[src/rtl/xcrc_pkg.sv]
`timescale 1ns / 1ps
// ----------------------------------------------------------------------------
// xcrc_pkg
// Shared types, protocol characters and the bytewise CRC-16 update for the
// XMODEM-CRC receiver.
// ----------------------------------------------------------------------------
package xcrc_pkg;

  // Field widths fixed by the interface.
  localparam int BYTE_W = 8;
  localparam int REQ_W  = 2;
  localparam int KIND_W = 2;
  localparam int POS_W  = 20;
  localparam int CRC_W  = 16;

  // Request codes carried on the input side tuser.
  localparam logic [REQ_W-1:0] REQ_BYTE    = 2'd0;
  localparam logic [REQ_W-1:0] REQ_TIMEOUT = 2'd1;
  localparam logic [REQ_W-1:0] REQ_START   = 2'd2;

  // Protocol characters.
  localparam logic [BYTE_W-1:0] CH_SOH = 8'h01;
  localparam logic [BYTE_W-1:0] CH_EOT = 8'h04;
  localparam logic [BYTE_W-1:0] CH_ACK = 8'h06;
  localparam logic [BYTE_W-1:0] CH_CAN = 8'h18;
  localparam logic [BYTE_W-1:0] CH_C   = 8'h43;

  localparam logic [CRC_W-1:0] CRC_POLY = 16'h1021;

  // Depth of the result queue; it must hold two results beyond a stalled one.
  localparam int FIFO_DEPTH = 4;

  typedef enum logic [2:0] {
    PH_STOPPED  = 3'd0,
    PH_HEADER   = 3'd1,
    PH_BLOCK    = 3'd2,
    PH_BLOCKINV = 3'd3,
    PH_DATA     = 3'd4,
    PH_CRCHI    = 3'd5,
    PH_CRCLO    = 3'd6
  } phase_t;

  typedef enum logic [KIND_W-1:0] {
    K_PAYLOAD = 2'd0,
    K_SEND    = 2'd1,
    K_DONE    = 2'd2,
    K_FAIL    = 2'd3
  } kind_t;

  typedef struct packed {
    kind_t             kind;
    logic [BYTE_W-1:0] value;
    logic [POS_W-1:0]  position;
    logic              last;
  } res_t;

  // Results produced by one item: count (0 to 2) and the two slots.
  typedef struct packed {
    logic [1:0] num;
    res_t       r0;
    res_t       r1;
  } core_out_t;

  // CRC-16/XMODEM update over one byte, MSB first.
  function automatic logic [CRC_W-1:0] crc_byte(input logic [CRC_W-1:0] crc_in,
                                                input logic [BYTE_W-1:0] b);
    logic [CRC_W-1:0] c;
    c = crc_in ^ {b, 8'h00};
    for (int j = 0; j < 8; j++) begin
      if (c[CRC_W-1]) begin
        c = {c[CRC_W-2:0], 1'b0} ^ CRC_POLY;
      end else begin
        c = {c[CRC_W-2:0], 1'b0};
      end
    end
    return c;
  endfunction

endpackage

[src/rtl/xcrc_core.sv]
`timescale 1ns / 1ps
// ----------------------------------------------------------------------------
// xcrc_core
// Protocol state and per-item decision logic: block checks, CRC, byte count.
// ----------------------------------------------------------------------------
module xcrc_core import xcrc_pkg::*; #(
  parameter int PACKET_BYTES = 128,
  parameter int COUNT_BITS   = 20
) (
  input  logic              clk,
  input  logic              rst,
  input  logic              take,
  input  logic [REQ_W-1:0]  req_type,
  input  logic [BYTE_W-1:0] rx_byte,
  output core_out_t         res
);

  localparam int IDX_W = (PACKET_BYTES > 1) ? $clog2(PACKET_BYTES) : 1;
  localparam logic [IDX_W-1:0] IDX_LAST = IDX_W'(PACKET_BYTES - 1);

  phase_t                phase, phase_next;
  logic                  still_starting, still_starting_next;
  logic [BYTE_W-1:0]     expected_block, expected_block_next;
  logic [IDX_W-1:0]      data_index, data_index_next;
  logic [CRC_W-1:0]      running_crc, running_crc_next;
  logic [COUNT_BITS-1:0] received_count, received_count_next;

  logic [CRC_W-1:0]      crc_upd;
  logic                  is_byte;
  logic                  is_timeout;
  logic                  fail_now;

  assign crc_upd    = crc_byte(running_crc, rx_byte);
  assign is_byte    = (req_type == REQ_BYTE);
  assign is_timeout = (req_type == REQ_TIMEOUT);

  always_comb begin
    phase_next          = phase;
    still_starting_next = still_starting;
    expected_block_next = expected_block;
    data_index_next     = data_index;
    running_crc_next    = running_crc;
    received_count_next = received_count;
    fail_now            = 1'b0;
    res                 = '0;
    res.r0.kind         = K_SEND;
    res.r1.kind         = K_SEND;

    if (take) begin
      if (req_type == REQ_START) begin
        phase_next          = PH_HEADER;
        still_starting_next = 1'b1;
        expected_block_next = 8'd1;
        data_index_next     = '0;
        running_crc_next    = '0;
        received_count_next = '0;
        res.num             = 2'd1;
        res.r0.value        = CH_C;
        res.r0.last         = 1'b1;
      end else if (is_byte || is_timeout) begin
        case (phase)
          PH_STOPPED: begin
          end
          PH_HEADER: begin
            if (is_byte && rx_byte == CH_EOT) begin
              phase_next       = PH_STOPPED;
              res.num          = 2'd2;
              res.r0.value     = CH_ACK;
              res.r1.kind      = K_DONE;
              res.r1.position  = POS_W'(received_count);
              res.r1.last      = 1'b1;
            end else if (is_byte && rx_byte == CH_SOH) begin
              still_starting_next = 1'b0;
              data_index_next     = '0;
              running_crc_next    = '0;
              phase_next          = PH_BLOCK;
            end else if (still_starting) begin
              res.num      = 2'd1;
              res.r0.value = CH_C;
              res.r0.last  = 1'b1;
            end
          end
          PH_BLOCK: begin
            if (is_timeout || rx_byte != expected_block) begin
              fail_now = 1'b1;
            end else begin
              phase_next = PH_BLOCKINV;
            end
          end
          PH_BLOCKINV: begin
            if (is_timeout || rx_byte != ~expected_block) begin
              fail_now = 1'b1;
            end else begin
              phase_next = PH_DATA;
            end
          end
          PH_DATA: begin
            if (is_timeout || (&received_count)) begin
              fail_now = 1'b1;
            end else begin
              running_crc_next    = crc_upd;
              res.num             = 2'd1;
              res.r0.kind         = K_PAYLOAD;
              res.r0.value        = rx_byte;
              res.r0.position     = POS_W'(received_count);
              res.r0.last         = 1'b1;
              received_count_next = received_count + COUNT_BITS'(1);
              if (data_index == IDX_LAST) begin
                data_index_next = '0;
                phase_next      = PH_CRCHI;
              end else begin
                data_index_next = data_index + IDX_W'(1);
              end
            end
          end
          PH_CRCHI: begin
            if (is_timeout || rx_byte != running_crc[15:8]) begin
              fail_now = 1'b1;
            end else begin
              phase_next = PH_CRCLO;
            end
          end
          PH_CRCLO: begin
            if (is_timeout || rx_byte != running_crc[7:0]) begin
              fail_now = 1'b1;
            end else begin
              expected_block_next = expected_block + 8'd1;
              data_index_next     = '0;
              running_crc_next    = '0;
              phase_next          = PH_HEADER;
              res.num             = 2'd1;
              res.r0.value        = CH_ACK;
              res.r0.last         = 1'b1;
            end
          end
          default: begin
            phase_next = PH_STOPPED;
          end
        endcase

        // Any error inside a block: cancel the transfer and report failure.
        if (fail_now) begin
          phase_next   = PH_STOPPED;
          res.num      = 2'd2;
          res.r0.kind  = K_SEND;
          res.r0.value = CH_CAN;
          res.r0.last  = 1'b0;
          res.r1.kind  = K_FAIL;
          res.r1.last  = 1'b1;
        end
      end
    end
  end

  always_ff @(posedge clk) begin
    if (rst) begin
      phase          <= PH_STOPPED;
      still_starting <= 1'b1;
      expected_block <= 8'd1;
      data_index     <= '0;
      running_crc    <= '0;
      received_count <= '0;
    end else begin
      phase          <= phase_next;
      still_starting <= still_starting_next;
      expected_block <= expected_block_next;
      data_index     <= data_index_next;
      running_crc    <= running_crc_next;
      received_count <= received_count_next;
    end
  end

  // Two results always mean a transmit followed by the closing result.
  a_pair_shape: assert property (@(posedge clk) disable iff (rst)
    res.num == 2'd2 |-> res.r0.kind == K_SEND && !res.r0.last && res.r1.last)
    else $error("two-result item has the wrong shape");

  // A done or failure result always leaves the transfer stopped.
  a_stop_after_pair: assert property (@(posedge clk) disable iff (rst)
    res.num == 2'd2 |=> phase == PH_STOPPED)
    else $error("transfer not stopped after done or failure");

  // While stopped, only a start produces anything.
  a_stopped_quiet: assert property (@(posedge clk) disable iff (rst)
    take && phase == PH_STOPPED && req_type != REQ_START |-> res.num == 2'd0)
    else $error("result produced while stopped");

endmodule

[src/rtl/xcrc_out_fifo.sv]
`timescale 1ns / 1ps
// ----------------------------------------------------------------------------
// xcrc_out_fifo
// Result queue: takes up to two results per cycle, hands out one per cycle while out_ready is high.
// ----------------------------------------------------------------------------
module xcrc_out_fifo import xcrc_pkg::*; (
  input  logic      clk,
  input  logic      rst,
  input  core_out_t push,
  output logic      room2,
  output logic      out_valid,
  output res_t      out_res,
  input  logic      out_ready
);

  localparam int PTR_W = $clog2(FIFO_DEPTH);
  localparam int CNT_W = $clog2(FIFO_DEPTH + 1);

  res_t             mem [FIFO_DEPTH];
  logic [PTR_W-1:0] wr_ptr, rd_ptr, wr_ptr1;
  logic [CNT_W-1:0] count;
  logic             pop;

  assign wr_ptr1   = wr_ptr + PTR_W'(1);
  assign out_valid = (count != '0);
  assign out_res   = mem[rd_ptr];
  assign pop       = out_valid && out_ready;
  assign room2     = (count <= CNT_W'(FIFO_DEPTH - 2));

  always_ff @(posedge clk) begin
    if (push.num != 2'd0) begin
      mem[wr_ptr] <= push.r0;
    end
    if (push.num == 2'd2) begin
      mem[wr_ptr1] <= push.r1;
    end
  end

  always_ff @(posedge clk) begin
    if (rst) begin
      wr_ptr <= '0;
      rd_ptr <= '0;
      count  <= '0;
    end else begin
      wr_ptr <= wr_ptr + PTR_W'(push.num);
      if (pop) begin
        rd_ptr <= rd_ptr + PTR_W'(1);
      end
      count <= count + CNT_W'(push.num) - CNT_W'(pop);
    end
  end

  a_no_overflow: assert property (@(posedge clk) disable iff (rst)
    count <= CNT_W'(FIFO_DEPTH))
    else $error("result queue overflow");

  a_push_has_room: assert property (@(posedge clk) disable iff (rst)
    push.num != 2'd0 |-> room2)
    else $error("push into a queue without room for two results");

endmodule

[src/rtl/xmodem_crc_receiver.sv]
`timescale 1ns / 1ps
// ----------------------------------------------------------------------------
// xmodem_crc_receiver
// Receiver side of XMODEM-CRC with bytewise CRC-16 checking and abort on error.
// ----------------------------------------------------------------------------
// A result passes through the input register and then the result queue
// (four entries) before it shows on the master side.
// Throughput: one input per cycle while the queue has room for two results;
// an item yields up to two, drained one per cycle while m_tready is high.
// Reset (rst, synchronous): the transfer is stopped, counters and CRC cleared,
// expected block number one, and both the input register and queue emptied.
// ----------------------------------------------------------------------------
module xmodem_crc_receiver import xcrc_pkg::*; #(
  parameter int PACKET_BYTES = 128,
  parameter int COUNT_BITS   = 20
) (
  input  logic        clk,
  input  logic        rst,
  // Input stream.
  input  logic        s_tvalid,
  output logic        s_tready,
  input  logic [7:0]  s_tdata,   // [7:0] rx_byte
  input  logic [1:0]  s_tuser,   // [1:0] req_type
  // Result stream.
  output logic        m_tvalid,
  input  logic        m_tready,
  output logic [31:0] m_tdata,   // [7:0] value, [27:8] position, [31:28] zero
  output logic [1:0]  m_tuser,   // [1:0] kind
  output logic        m_tlast    // last result caused by one input item
);

  // Input register. It is refilled in the same cycle its item moves into
  // the core, so a back-to-back stream flows at one item per clock as long
  // as the result queue has room for the worst case of two results.
  logic              in_valid;
  logic [REQ_W-1:0]  in_req;
  logic [BYTE_W-1:0] in_byte;
  logic              room2;
  logic              take;
  core_out_t         core_res;
  res_t              out_res;

  assign take     = in_valid && room2;
  assign s_tready = !in_valid || take;

  always_ff @(posedge clk) begin
    if (rst) begin
      in_valid <= 1'b0;
    end else if (s_tready) begin
      in_valid <= s_tvalid;
    end
  end

  // Payload needs no reset; it is only looked at while in_valid is set.
  always_ff @(posedge clk) begin
    if (s_tvalid && s_tready) begin
      in_req  <= s_tuser;
      in_byte <= s_tdata;
    end
  end

  // Protocol state machine, block checks and CRC.
  xcrc_core #(
    .PACKET_BYTES(PACKET_BYTES),
    .COUNT_BITS  (COUNT_BITS)
  ) u_core (
    .clk     (clk),
    .rst     (rst),
    .take    (take),
    .req_type(in_req),
    .rx_byte (in_byte),
    .res     (core_res)
  );

  // Result queue that also serves as the output register.
  xcrc_out_fifo u_fifo (
    .clk      (clk),
    .rst      (rst),
    .push     (core_res),
    .room2    (room2),
    .out_valid(m_tvalid),
    .out_res  (out_res),
    .out_ready(m_tready)
  );

  assign m_tdata = {4'b0000, out_res.position, out_res.value};
  assign m_tuser = out_res.kind;
  assign m_tlast = out_res.last;

  // An item held back by a full queue stays in the input register.
  a_hold_input: assert property (@(posedge clk) disable iff (rst)
    in_valid && !room2 |=> in_valid)
    else $error("input item lost while the queue was full");

endmodule
[config.mk]
export PLATFORM = sky130hd
export DESIGN_NAME = xmodem_crc_receiver
export DESIGN_NICKNAME = d
export VERILOG_FILES = /design/src/rtl/xcrc_pkg.sv /design/src/rtl/xcrc_core.sv /design/src/rtl/xcrc_out_fifo.sv /design/src/rtl/xmodem_crc_receiver.sv
export SDC_FILE = /design/constraint.sdc
export NUM_CORES = 1
export LEC_CHECK = 0
export BUFFER_PORTS_ARGS = -buffer_cell sky130_fd_sc_hd__buf_2
export CAP_MARGIN = 20
export CORE_MARGIN = 2
export CORE_UTILIZATION = 45
export DETAILED_ROUTE_END_ITERATION = 12
export PLACE_DENSITY = 0.62
export SLEW_MARGIN = 40
export SYNTH_ARGS = -nofsm -noshare
export SYNTH_HDL_FRONTEND = slang
export SYNTH_SLANG_ARGS = --single-unit
[constraint.sdc]
create_clock -name clk -period 3.9 [get_ports clk]
set_input_delay 0.39 -clock clk [delete_from_list [all_inputs] [get_ports clk]]
set_output_delay 0.39 -clock clk [all_outputs]
set_load 0.05 [all_outputs]
# Word-level counts from Yosys, hierarchy flattened
# Memory sizes are Yosys's and may differ from the RTL's. A register that Yosys moved wholly into a read port is not among the register bits.
# Cells that the tools add are included.
[word_totals]
register_bits = 73
ramBits = 124
input_bits = 14
out_inout_bits = 37
word_cells = 191
n_memories = 1
[classes]
add_sub_neg = 8
magnitude_cmp = 1
eq_ne = 31
n_mux = 99
bitwise_logic = 10
n_reduce_logical = 29
[memory_table]
columns = ["name", "depth", "word_bits", "read_ports", "rd_ports_with_merged_regs", "wr", "line", "source"]
rows = [
  ["u_fifo.mem", 4, 31, 1, 1, 2, "xcrc_out_fifo.sv:19", "res_t mem [FIFO_DEPTH];"],
]
[op_table]
columns = ["operator", "count"]
rows = [
  ["20-bit 2-to-1 mux", 6],
  ["21-bit 2-to-1 mux", 5],
  ["13-bit 2-to-1 mux", 8],
  ["16-bit 2-to-1 mux", 6],
  ["35-bit 2-to-1 mux", 2],
  ["7-bit 2-to-1 mux", 8],
  ["8-bit 2-to-1 mux", 7],
  ["16-bit case mux with 3 select lines", 1],
  ["3-bit 2-to-1 mux", 13],
  ["32-bit 2-to-1 mux", 1],
  ["8-bit != test", 4],
  ["1-bit 2-to-1 mux", 26],
  ["3-bit inverter", 8],
  ["8-bit case mux with 3 select lines", 1],
  ["3-bit case mux with 7 select lines", 1],
  ["7-bit case mux with 3 select lines", 1],
  ["20-bit by 1-bit adder with 20-bit output, second input constant", 1],
  ["4-bit by 3-bit != test with 1-bit output, second input constant", 5],
  ["20-bit AND reduction", 1],
  ["2-bit 2-to-1 mux", 9],
  ["16-bit bitwise XOR", 1],
  ["12-bit 2-to-1 mux", 1],
  ["2-bit nonzero test", 6],
  ["10-bit AND reduction", 1],
  ["other kinds (34)", 55],
]

# Longest topological paths before layout
[logic_depth]
depth_word = 21
ltp_mapped = 15
ltp_nobuf = 13

# By module
# Synthesis repeated with hierarchy kept, for this count alone.
[unflattened]
hier_cells = 859
hier_area_um2 = 10770.3
[modules_own_cells]
columns = ["mod", "instances", "cells_per_inst", "area_per_inst_um2", "seq_area_each_um2"]
rows = [
  ["xcrc_out_fifo", 1, 349, 6647.6, 3903.7],
  ["xcrc_core", 1, 489, 3726.1, 1101.1],
  ["xmodem_crc_receiver", 1, 21, 396.6, 320.3],
]

# Worst setup path before layout
# No wires, ideal clock.
[synth_path]
kind = "register to register"
startpoint = "register in_byte[1]"
endpoint = "register u_fifo.count[2]"
setup_time_ns = 0.128
arrival_ns = 2.921
slack_ns = 0.851
stages_incl_launch_ff = 16
path_buffers = 2
period_less_slack_ns = 3.049
path_cell_list = "edfxtp_1 -> clkbuf_2 -> xor2_1 -> nor4_1 -> nand3_1 -> a32o_1 -> nor3_4 -> buf_6 -> a21oi_2 -> inv_2 -> ha_1 -> inv_1 -> fa_1 -> xor2_1 -> xnor2_1 -> nor2_1"
[synth_via]
elab_chain_cells = 13
[synth_rtl]
columns = ["item", "line", "source"]
rows = [
  ["start, declared", "xmodem_crc_receiver.sv:37", "logic [BYTE_W-1:0] in_byte;"],
  ["start signal, assigned", "xmodem_crc_receiver.sv:58", "in_byte <= s_tdata;"],
  ["8-bit != test, on equally long branches", "n/a", ""],
  ["1-bit logical OR, on equally long branches", "n/a", ""],
  ["1-bit 2-to-1 mux, on equally long branches", "n/a", ""],
  ["1-bit case mux with 5 select lines", "xcrc_core.sv:61", "case (phase)"],
  ["1-bit 2-to-1 mux", "xcrc_core.sv:60", "end else if (is_byte || is_timeout) begin"],
  ["1-bit 2-to-1 mux", "xcrc_core.sv:50", "if (req_type == REQ_START) begin"],
  ["1-bit 2-to-1 mux", "xcrc_core.sv:49", "if (take) begin"],
  ["12-bit 2-to-1 mux *", "xcrc_core.sv:142", "if (fail_now) begin"],
  ["35-bit 2-to-1 mux *", "xcrc_core.sv:60", ""],
  ["2-bit 2-to-1 mux *", "xcrc_core.sv:50", ""],
  ["35-bit 2-to-1 mux *", "xcrc_core.sv:49", ""],
  ["3-bit by 2-bit adder with 3-bit output *", "xcrc_out_fifo.sv:49", "count <= count + CNT_W'(push.num) - CNT_W'(pop);"],
  ["3-bit by 1-bit subtractor with 3-bit output *", "xcrc_out_fifo.sv:49", ""],
  ["end signal, assigned", "xcrc_out_fifo.sv:49", ""],
  ["end, declared", "xcrc_out_fifo.sv:21", "logic [CNT_W-1:0] count;"],
]
# Every way passes the cells marked *; elsewhere a longest branch is shown, timed or not. The select of a mux whose other input is x is not followed.
# A chain may end at the register's enable or synchronous reset.

# Worst setup path after layout
[layout_path]
startpoint = "register u_core.received_count[0]"
endpoint = "register u_fifo.count[2]"
[layout_via]
elab_chain_cells = 13
[layout_rtl]
columns = ["item", "line", "source"]
rows = [
  ["start, declared", "xcrc_core.sv:26", "logic [COUNT_BITS-1:0] received_count, received_count_next;"],
  ["start signal, assigned", "xcrc_core.sv:169", "received_count <= received_count_next;"],
  ["20-bit AND reduction *", "xcrc_core.sv:98", "if (is_timeout || (&received_count)) begin"],
  ["1-bit logical OR *", "xcrc_core.sv:98", ""],
  ["1-bit 2-to-1 mux", "xcrc_core.sv:98", ""],
  ["1-bit case mux with 5 select lines", "xcrc_core.sv:61", ""],
  ["1-bit 2-to-1 mux", "xcrc_core.sv:60", ""],
  ["1-bit 2-to-1 mux", "xcrc_core.sv:50", ""],
  ["1-bit 2-to-1 mux", "xcrc_core.sv:49", ""],
  ["12-bit 2-to-1 mux *", "xcrc_core.sv:142", ""],
  ["35-bit 2-to-1 mux *", "xcrc_core.sv:60", ""],
  ["2-bit 2-to-1 mux *", "xcrc_core.sv:50", ""],
  ["35-bit 2-to-1 mux *", "xcrc_core.sv:49", ""],
  ["3-bit by 2-bit adder with 3-bit output *", "xcrc_out_fifo.sv:49", ""],
  ["3-bit by 1-bit subtractor with 3-bit output *", "xcrc_out_fifo.sv:49", ""],
]
# Marks and branches as above.

==> impl_metrics.ini <==
[status]
status = complete, no violations

[clocking]
cts_resized = 0
clockBufferDepth = 2
path_clk_slew_ps = 80
cts_hold_buffers = 0
cts_tree = built
cts_setup_buffers = 0
cts_sinks = 199
cts_root_buf = clkbuf_16
htreeDepth = 4
clk_latency_ps = 440
numCtsBuffers = 17

[floorplan]
core_sq_um = 21000
rows = 53
pin_count = 51
start_util_pct = 45.8
die_height_um = 150
dieArea_sq_um = 22600
die_x_um = 150

[worst_setup_path]
required_ps = 4200
slowest_stage = dfxtp_1
path_max_fanout = 10
cp-start-kind = flop
slowest_delay_ps = 460
crit_path_frequent_cell = ha_1
worstSetupPathType = reg2reg
worst-path-buf-inv = 1
cpLargestDelayFamily = adder cells
arrival_ps = 3610
end_kind = flop
crit_chain = ha_1 > nand4_1 > nor3_1 > a211oi_4 > o31ai_1 > inv_1 > ha_1 > fa_1 > xor2_1 > xnor2_1 > nor2_1

[layout]
regArea_sq_um = 5010
final_common_cell = edfxtp_1
postLayoutCellArea_sq_um = 10700
drive_gt1_share_pct = 19.9
mostFrequentLayoutCells = 102 x edfxtp_1, 96 x dfxtp_1, 82 x nor2_1
multi_input_area_sq_um = 4310
fill_cells = 1867
areaGrowthSynthToFinish_pct = 11.2
fin_nets = 907
diodes = 0

[timing]
relSlewSlack_pct = 48.6
timing.final.ws_setup_ps = 588
maxSlewViolCount = 0
worst-slew-pin-transition_ps = 768
fin_crit_ps = 3310
setup_violations = 0
finalCritPeriodShare_pct = 84.9
hold_viol = 0
finClkSkew_ps = 12.3
max_freq_ghz = 0.302
grt_setup_unrepaired = no
setup-tns-final_ps = 0

[placed_design]
place_hpwl_mm = 14.0
dp_slack_ps = 594
gp_congestion = 0.849
place_area_sq_um = 10100
portBuffers = 46

[synthesis]
netlist-cell-type-count = 57
yosys-top-cells-area = edfxtp_1 32%, dfxtp_1 20%, mux4_2 7.3%, nor2_1 3.2%, xor2_1 3.0%
postSynthAreaPerCell_sq_um = 11.3
synth_top_area_share_pct = 31.8
ys_seq_area_share_pct = 52.0
synth_warnings = 0
ys_ff_latch = 199
synth_cells = 851
synth-async-reset-ratio_pct = 0
synth_area_sq_um = 9620
synth_edf_count = 102
ys.flop_type = edfxtp_1
yosysTopAreaCell = edfxtp_1

[hold_path]
holdCritPathClass = in2reg

[route]
ant_nets = 0
avgRoutedWirePerCell_um = 17.8
vias_per_cell = 5.40
via_count = 6334
routed_wl_mm = 20.8
first_iter_violations = 602
dr.pass1.iters = 5
drc_errors = 0

[global_route]
track_usage_pct = 19.8
antenna_found_initial = 0
grt_pass1_wl_mm = 34.6
overflow = 0
grt_max_degree = 43
grt_pass1_vias = 6331

[flow_run]
maxCapViolations = 0

[power]
total_power_mw = 5.21
power_leakage_nw = 3.68
powerDensity_nw_per_um2 = 487
max-vdd-ir-drop_uv = 277
==> Yosys cell counts, types with 4 or more instances <==
library cell	number
nand2b_1	30
nand3_1	33
o31ai_1	5
a211oi_1	10
inv_1	11
a21oi_1	26
clkbuf_1	26
o21ai_0	28
nand2_1	43
edfxtp_1	102
nor2_2	4
xor2_1	33
buf_2	9
buf_1	6
a21o_1	10
nor2_1	82
and2_1	42
buf_6	6
nor3b_1	5
or3_1	10
mux2i_1	20
and3_1	10
nor2b_1	26
mux4_2	31
nor2b_2	16
o22ai_1	10
xnor2_1	32
or2_2	9
nand4_1	16
ha_1	7
dfxtp_1	97
nor3_1	12
buf_4	4
==> power breakdown <==
part	leakage [nW]	switching, mW	internal [mW]
Clock	0.290	0.887	0.867
Sequential	1.70	0.0686	2.26
Combinational	1.69	0.742	0.391
==> logic make-up after synthesis <==
| logic type | count (synthesis) | synth area share, % |
|---|---|---|
| adder cells (fa/ha/maj) | 8 | 1.12 |
| XOR/XNOR | 65 | 5.92 |
| multiplexers | 51 | 9.33 |
| AO/OA/AOI/OAI | 108 | 7.55 |
| flip-flops | 199 | 52.0 |
| buffers and inverters | 65 | 3.30 |
| other | 1 | 0.0390 |
| AND/OR/NAND/NOR | 354 | 20.7 |
==> registers in the layout (all words and copies together) (netlist names), named ones only <==
signal / count
u_fifo.mem: 124
in_req: 2
u_core.still_starting: 1
u_core.phase: 3
in_valid: 1
u_fifo.wr_ptr: 2
u_core.data_index: 7
u_core.running_crc: 16
u_core.received_count: 20
u_fifo.count: 3
u_fifo.rd_ptr: 2
u_core.expected_block: 8
in_byte: 8
==> worst paths after layout <==
path                            startpoint                    end  slack, ps  cells after the start
hold reg to reg      u_core.still_starting  u_core.still_starting        460                      2
setup / recovery  u_core.received_count[0]        u_fifo.count[2]        590                     11
setup reg to reg  u_core.received_count[0]        u_fifo.count[2]        590                     11
hold / removal                  s_tdata[7]             in_byte[7]        130                      1
==> per-stage QoR <==
step                      cells  hold slack [ps]  util [%]
after floorplan             854              434         -
after global placement     1141              448      48.1
after detailed placement   1141              454      48.1
after CTS                  1173              113      50.9
after global routing       1173              112      50.9
final                      1173              126      50.9
==> area by class of cell <==
class | instances | share of cell area, %
flip-flops and latches | 199 | 46.8
inverters | 12 | 0.421
clock buffers | 17 | 3.98
multi-input cells | 590 | 40.3
well taps | 275 | 3.22
clock inverters | 15 | 1.56
repair buffers | 65 | 3.72
==> layer usage <==
| metal | vias to the layer above | global-route usage, % | share of wire (%) |
|---|---|---|---|
| met1 | 3104 | 28.4 | 48 |
| met2 | 110 | 31.5 | 48 |
| li1 | 3100 | - | - |
| met5 | - | 0 | 0 |
| met4 | 0 | 5.71 | 1.2 |
| met3 | 20 | 2.70 | 2.9 |
No activity file was read; power rests on OpenSTA's default activity.
